## config.mk

```make
export PLATFORM = sky130hd
export DESIGN_NAME = sql_literal_redactor
export DESIGN_NICKNAME = d
export VERILOG_FILES = /design/src/slr_pkg.sv /design/src/sql_literal_redactor.sv
export SDC_FILE = /design/constraint.sdc
export NUM_CORES = 1
export LEC_CHECK = 0
export ABC_AREA = 1
export CORE_AREA = 10 10 101 103
export CTS_CLUSTER_SIZE = 30
export DETAILED_ROUTE_END_ITERATION = 8
export DIE_AREA = 0 0 111 113
export DONT_BUFFER_PORTS = 1
export GPL_TIMING_DRIVEN = 0
export SYNTH_ARGS = -nofsm -noshare
export SYNTH_HDL_FRONTEND = slang
export SYNTH_SLANG_ARGS = --single-unit
```

## constraint.sdc

```tcl
create_clock -name clock -period 2.9 [get_ports clock]
set_clock_uncertainty 0.05 [all_clocks]
set_input_delay 0.725 -clock clock [delete_from_list [all_inputs] [get_ports clock]]
set_output_delay 0.725 -clock clock [all_outputs]
set_load 0.02 [all_outputs]
```

## src/slr_pkg.sv

```systemverilog
package slr_pkg;

   localparam logic [15:0] CH_QUOTE  = 16'h0027;
   localparam logic [15:0] CH_BSLASH = 16'h005C;
   localparam logic [15:0] CH_MASK   = 16'h003F;
   localparam int          MAX_OUT   = 3;

   typedef struct packed {
      logic [15:0] char_in;
      logic        text_last;
   } slr_req_type;

   typedef struct packed {
      logic [15:0] char_out;
      logic        char_valid;
      logic        run_last;
      logic        text_end;
   } slr_rsp_type;

endpackage

```

## src/sql_literal_redactor.sv

```systemverilog
// channel | ports                            | transfer when
// --------+----------------------------------+------------------------
// request | req_valid req_ready req_data     | req_valid && req_ready
// result  | rsp_valid rsp_ready rsp_data     | rsp_valid && rsp_ready
//
// One request is decoded in the cycle it transfers and its zero to three
// results go into a three-entry result buffer, one leaving per cycle while
// rsp_ready is high. A request transfers when the buffer is empty or its
// last entry leaves in the same cycle, so single-result text streams at one
// character per cycle while rsp_ready is high; n results leave in turn.
// Synchronous reset clears the scan state and empties the buffer.
module sql_literal_redactor
   import slr_pkg::*;
(
   input  logic        clock,
   input  logic        reset,
   input  logic        req_valid,
   output logic        req_ready,
   input  slr_req_type req_data,
   output logic        rsp_valid,
   input  logic        rsp_ready,
   output slr_rsp_type rsp_data
);

   logic        in_literal_ff, in_literal_in;
   logic        masked_ff, masked_in;
   logic        escape_ff, escape_in;
   logic        quote_ff, quote_in;

   slr_rsp_type buf_ff [MAX_OUT];
   slr_rsp_type buf_in [MAX_OUT];
   logic [1:0]  cnt_ff, cnt_in;

   logic        req_fire;
   logic        rsp_fire;
   logic        emit_mask, emit_quote, emit_pass;
   logic [1:0]  nchar;
   logic [1:0]  nent;
   logic [1:0]  k;
   logic [15:0] slot [MAX_OUT];
   logic [15:0] c;
   logic        last;

   assign c         = req_data.char_in;
   assign last      = req_data.text_last;
   assign rsp_valid = (cnt_ff != 2'd0);
   assign rsp_data  = buf_ff[0];
   assign rsp_fire  = rsp_valid && rsp_ready;
   assign req_ready = (cnt_ff == 2'd0) || ((cnt_ff == 2'd1) && rsp_ready);
   assign req_fire  = req_valid && req_ready;

   // decode one character against the scan state
   always_comb begin
      emit_mask     = 1'b0;
      emit_quote    = 1'b0;
      emit_pass     = 1'b0;
      in_literal_in = in_literal_ff;
      masked_in     = masked_ff;
      escape_in     = escape_ff;
      quote_in      = quote_ff;
      if (escape_ff) begin
         escape_in = 1'b0;
      end else if (quote_ff) begin
         quote_in = 1'b0;
         if (c == CH_QUOTE) begin
            emit_mask = !masked_ff;
            masked_in = 1'b1;
         end else begin
            emit_mask     = !masked_ff;
            emit_quote    = 1'b1;
            emit_pass     = 1'b1;
            in_literal_in = 1'b0;
            masked_in     = 1'b0;
         end
      end else if (!in_literal_ff) begin
         emit_pass = 1'b1;
         if (c == CH_QUOTE) begin
            in_literal_in = 1'b1;
            masked_in     = 1'b0;
         end
      end else if ((c == CH_BSLASH) && !last) begin
         escape_in = 1'b1;
         emit_mask = !masked_ff;
         masked_in = 1'b1;
      end else if (c == CH_QUOTE) begin
         if (last) begin
            emit_mask     = !masked_ff;
            emit_quote    = 1'b1;
            in_literal_in = 1'b0;
            masked_in     = 1'b0;
         end else begin
            quote_in = 1'b1;
         end
      end else begin
         emit_mask = !masked_ff;
         masked_in = 1'b1;
      end
      if (last) begin
         in_literal_in = 1'b0;
         masked_in     = 1'b0;
         escape_in     = 1'b0;
         quote_in      = 1'b0;
      end
   end

   // pack emitted characters into slots in output order
   always_comb begin
      k = 2'd0;
      for (int i = 0; i < MAX_OUT; i++) begin
         slot[i] = 16'h0000;
      end
      if (emit_mask) begin
         slot[k] = CH_MASK;
         k       = k + 2'd1;
      end
      if (emit_quote) begin
         slot[k] = CH_QUOTE;
         k       = k + 2'd1;
      end
      if (emit_pass) begin
         slot[k] = c;
         k       = k + 2'd1;
      end
      nchar = k;
      nent  = ((nchar == 2'd0) && last) ? 2'd1 : nchar;
   end

   // shift out on a result transfer, load on a request transfer
   always_comb begin
      cnt_in = cnt_ff;
      for (int i = 0; i < MAX_OUT; i++) begin
         buf_in[i] = buf_ff[i];
      end
      if (rsp_fire) begin
         for (int i = 0; i < MAX_OUT - 1; i++) begin
            buf_in[i] = buf_ff[i + 1];
         end
         cnt_in = cnt_ff - 2'd1;
      end
      if (req_fire) begin
         for (int i = 0; i < MAX_OUT; i++) begin
            buf_in[i].char_out   = slot[i];
            buf_in[i].char_valid = (2'(i) < nchar);
            buf_in[i].run_last   = (2'(i) == nent - 2'd1);
            buf_in[i].text_end   = last && (2'(i) == nent - 2'd1);
         end
         cnt_in = nent;
      end
   end

   always_ff @(posedge clock) begin
      if (reset) begin
         in_literal_ff <= 1'b0;
         masked_ff     <= 1'b0;
         escape_ff     <= 1'b0;
         quote_ff      <= 1'b0;
         cnt_ff        <= 2'd0;
      end else begin
         cnt_ff <= cnt_in;
         if (req_fire) begin
            in_literal_ff <= in_literal_in;
            masked_ff     <= masked_in;
            escape_ff     <= escape_in;
            quote_ff      <= quote_in;
         end
      end
   end

   always_ff @(posedge clock) begin
      for (int i = 0; i < MAX_OUT; i++) begin
         buf_ff[i] <= buf_in[i];
      end
   end

endmodule
```

After elaboration in Yosys (flattened, before gate mapping)
Memory sizes are Yosys's and may differ from the RTL's.
Cells that the tools add are included.
{"block": "word_totals", "ramBits": 57, "ff_bits": 6, "output_inout_bits": 21, "romBits": 0, "latchBits": 0, "in_bits": 21, "word_cells": 107, "memories": 1}
{"block": "op_classes", "div": 0, "shift": 0, "n_eq_ne": 8, "n_mul": 0, "reduce_logical": 22, "n_bitwise": 5, "mux": 55, "magnitude_cmp": 7, "add_sub_neg": 4}
{"memory": "buf_ff", "depth": 3, "word_bits": 19, "read_ports": 3, "rd_clocked_by_memory_dff": 0, "wr": 3, "line": "sql_literal_redactor.sv:30", "text": "slr_rsp_type buf_ff [MAX_OUT];"}
{"operator": "$mux 48", "count": 2}
{"operator": "$demux 16 s2", "count": 2}
{"operator": "$mux 57", "count": 1}
{"operator": "$bwmux 48", "count": 1}
{"operator": "$mux 1", "count": 40}
{"operator": "$mux 38", "count": 1}
{"operator": "$and 36x36->36", "count": 1}
{"operator": "$not 36->36", "count": 1}
{"operator": "$mux 16", "count": 2}
{"operator": "$eq 16x6->1 const B", "count": 1}
{"operator": "$eq 16x7->1 const B", "count": 1}
{"operator": "$or 12x12->12", "count": 1}
{"operator": "$logic_and 1x1->1", "count": 10}
{"operator": "$mux 2", "count": 5}
{"operator": "$ge 3x3->1 const B", "count": 2}
{"operator": "$logic_not 2->1", "count": 3}
{"operator": "$lt 3x1->1 const B", "count": 2}
{"operator": "$mux 6", "count": 1}
{"operator": "$not 2->3", "count": 2}
{"operator": "$ne 5x4->1 const B", "count": 1}
{"operator": "$add 2x1->2 const B", "count": 2}
{"operator": "$lt 1x2->1 const A", "count": 2}
{"operator": "$reduce_and 4->1", "count": 1}
{"operator": "$reduce_bool 2->1", "count": 2}
{"operator": "other kinds (12)", "count": 14}

Logic depth before layout (Yosys ltp)
{"block": "logic_depth", "ltp_word": 19, "mapped_depth": 15}

Worst setup path before layout
Ideal clock, no wire load.
{"block": "synth_path", "path_kind": "input to register", "from": "in req_data[15] (netlist bit)", "to": "mem buf_ff[0][22] (netlist bit) (data pin)", "t_arrival_ns": 2.383, "setup_slack_ns": 0.204, "required_ns": 2.587, "n_path_buf": 0, "path_stages": 11, "cell_sequence": "nor2_1 > nand2_1 > nor2_1 > nand2_2 > nor2_1 > nand4_1 > o21a_1 > ha_1 > nand3_2 > a21oi_2 > o22ai_1"}
{"element": "start: declaration", "line": "sql_literal_redactor.sv:19", "text": "input slr_req_type req_data,"}
{"element": "end: declaration", "line": "sql_literal_redactor.sv:30"}

==> metrics.csv <==
metric,value,unit
status,completed,
clk_latency,0.34,ns
wire_per_inst,15.1,um
cap_violations,0,
synthCells,321,
rows,33,
vias,2109,
clk_path_buf_depth,2,
yosys_register_bits,63,
antenna_cells,0,
cts_tree,built,
drc,0,
overflow,0,
numCtsBuffers,9,
dpl.hpwl,4870,um
startpoint_type,primary input,
postRouteAntennaNets,0,
die-area,0.0125,sq mm
wirelength,6680,um
slowest_stage,ha_2,
end_kind,register,
synth.yosys.warnings,0,
setup_viol,0,
p_leak,1.46,nW
critPathArrivalTime,2.70,ns
syn_area_per_cell,9.99,sq um
numClockSinks,63,
netlist_area,0.00321,sq mm
worstMarginPinSlew,0.524,ns
slew_violations,0,
grt_usage,0.110,
cts_root_buffer,clkbuf_8,
synth.distinct_cells,28,
grt_pass1_wl,11200,um
holdWs,0.405,ns
gp_congestion,0.844,
synth_edf_count,57,
async_reset_ff_frac,0,
critPathMaxFanout,6,
path_delay_family,simple AND/OR/NAND/NOR gates,
fp.dieW,111,um
grt_pass1_vias,2197,
min_path_type,primary input to register,
crit_chain,nor2_1 -> nand2_1 -> nor2_2 -> nand2_2 -> nor2_1 -> nand4_1 -> o21a_1 -> ha_2 -> nand3_2 -> a21oi_4 -> a21oi_1,
critPathKind,primary input to register,
post-cts-setup-buffer-count,0,
final_common_cell,nand2_1,
ctsHoldBuffers,0,
syn_nets,347,
cp_common_cell,nor2_1,
ir_drop,360,uV
hold_violations,0,
layout_common_cells,"nand2_1 (62), edfxtp_1 (57), inv_1 (34)",
core_area,0.00813,sq mm
slew_headroom,0.651,
power.total,3.43,mW
timing.fmax,373,MHz
port_buffers,0,
fin_crit,2.68,ns
final_nets,359,
synth-seq-area-share,0.571,
antenna_found_initial,0,
power_density,971,mW/mm^2
drtPass1Iterations,4,
start_util,0.394,
viasPerCell,4.76,
required,2.92,ns
h-tree-depth,3,
critPathMaxStageDelay,0.42,ns
grt_max_degree,33,
layout-drive-gt1-share,0.192,
crit_buf_inv,0,
rsz0062_at_grt,no,
pin_count,42,
initialDrtViolationCount,158,
area_delta_synth_final,10.1,%
period_share,0.923,
path_clk_slew,0.06,ns
die_height,113,um
ys.flop_type,edfxtp_1,
-- layer usage --
metal,vias to the layer above,global-route usage,part of all wire
li1,1085,-,-
met1,965,0.126,0.43
met2,51,0.177,0.48
met3,8,0.0444,0.065
met4,0,0.0547,0.021
met5,-,0,0
-- kinds of logic after synthesis --
| family | count (synthesis) | share of synthesized area |
|---|---|---|
| DFF | 63 | 0.571 |
| and+or+nand+nor | 146 | 0.229 |
| adders and majority gates | 5 | 0.0195 |
| AOI/OAI and AO/OA | 43 | 0.0761 |
| buffers and inverters | 64 | 0.104 |
-- cells in the mapped netlist, types with 2 or more instances --
master | number | area share
nand2_1 | 63 | 0.074
edfxtp_1 | 57 | 0.53
inv_1 | 34 | 0.040
nor2_1 | 33 | 0.039
buf_4 | 21 | 0.049
o21ai_0 | 17 | 0.027
a21oi_1 | 13 | 0.020
nand3_1 | 13 | 0.020
nor3_1 | 11 | 0.017
nand2_4 | 7 | 0.025
o31ai_1 | 7 | 0.016
dfxtp_1 | 6 | 0.037
ha_1 | 5 | 0.020
clkbuf_1 | 4 | 0.0047
nand3_2 | 4 | 0.012
nand4_1 | 4 | 0.0078
inv_2 | 3 | 0.0035
nor2_2 | 3 | 0.0059
a21oi_2 | 2 | 0.0055
buf_6 | 2 | 0.0070
nand2_2 | 2 | 0.0039
nand3_4 | 2 | 0.011
nor4_1 | 2 | 0.0039
o21ai_1 | 2 | 0.0031
-- state kept, by name (all words and copies together) (netlist names) --
register,count
buf_ff,57
escape_ff,1
in_literal_ff,1
masked_ff,1
cnt_ff,2
quote_ff,1
-- metrics by stage --
| step | std cells | utilization | cell area [sq um] | setup TNS [ns] | setup WS (ns) |
|---|---|---|---|---|---|
| after global placement | 426 | 0.410 | 3340 | -1.79 | -0.282 |
| after CTS | 443 | 0.432 | 3520 | 0 | 0.0413 |
| after global routing | 443 | 0.434 | 3530 | 0 | 0.0471 |
| final | 443 | 0.434 | 3530 | 0 | 0.222 |
| after detailed placement | 427 | 0.413 | 3360 | -2.33 | -0.300 |
| after floorplan | 321 | - | 3210 | 0 | 0.204 |
-- power breakdown --
group	switching (mW)	internal (mW)
clock	0.333	0.306
sequential	0.0890	1.51
combinational	0.791	0.398
-- area by class of cell --
| cell class | count | area (sq um) |
|---|---|---|
| fillers | 769 | 4600 |
| plain buffers | 27 | 195 |
| multi-input cells | 194 | 1050 |
| clock buffers | 12 | 135 |
| flip-flops and latches | 63 | 1830 |
| clock inverters | 4 | 22.5 |
| well taps | 105 | 131 |
| inverters | 37 | 139 |
| repair buffers | 1 | 20.0 |
-- final timing paths --
check / from / to / slack (ns) / cells past startpoint
min reg2reg: masked_ff$_SDFFE_PP0P_ / masked_ff$_SDFFE_PP0P_ / 0.42 / 2
min: reset / quote_ff$_SDFFE_PP0P_ / 0.41 / 1
max: req_data[15] / buf_ff[0][24]$_DFFE_PP_ / 0.22 / 11
max reg2reg: cnt_ff[0]$_SDFFE_PP0P_ / buf_ff[0][3]$_DFFE_PP_ / 0.45 / 10
-- timing repair --
action | CTS | global route
endpoints found under the hold margin | 0 | 0
endpoints found under the setup margin | 0 | 7
gates resized for setup | 0 | 3
Power figures use the tool's default switching activity.
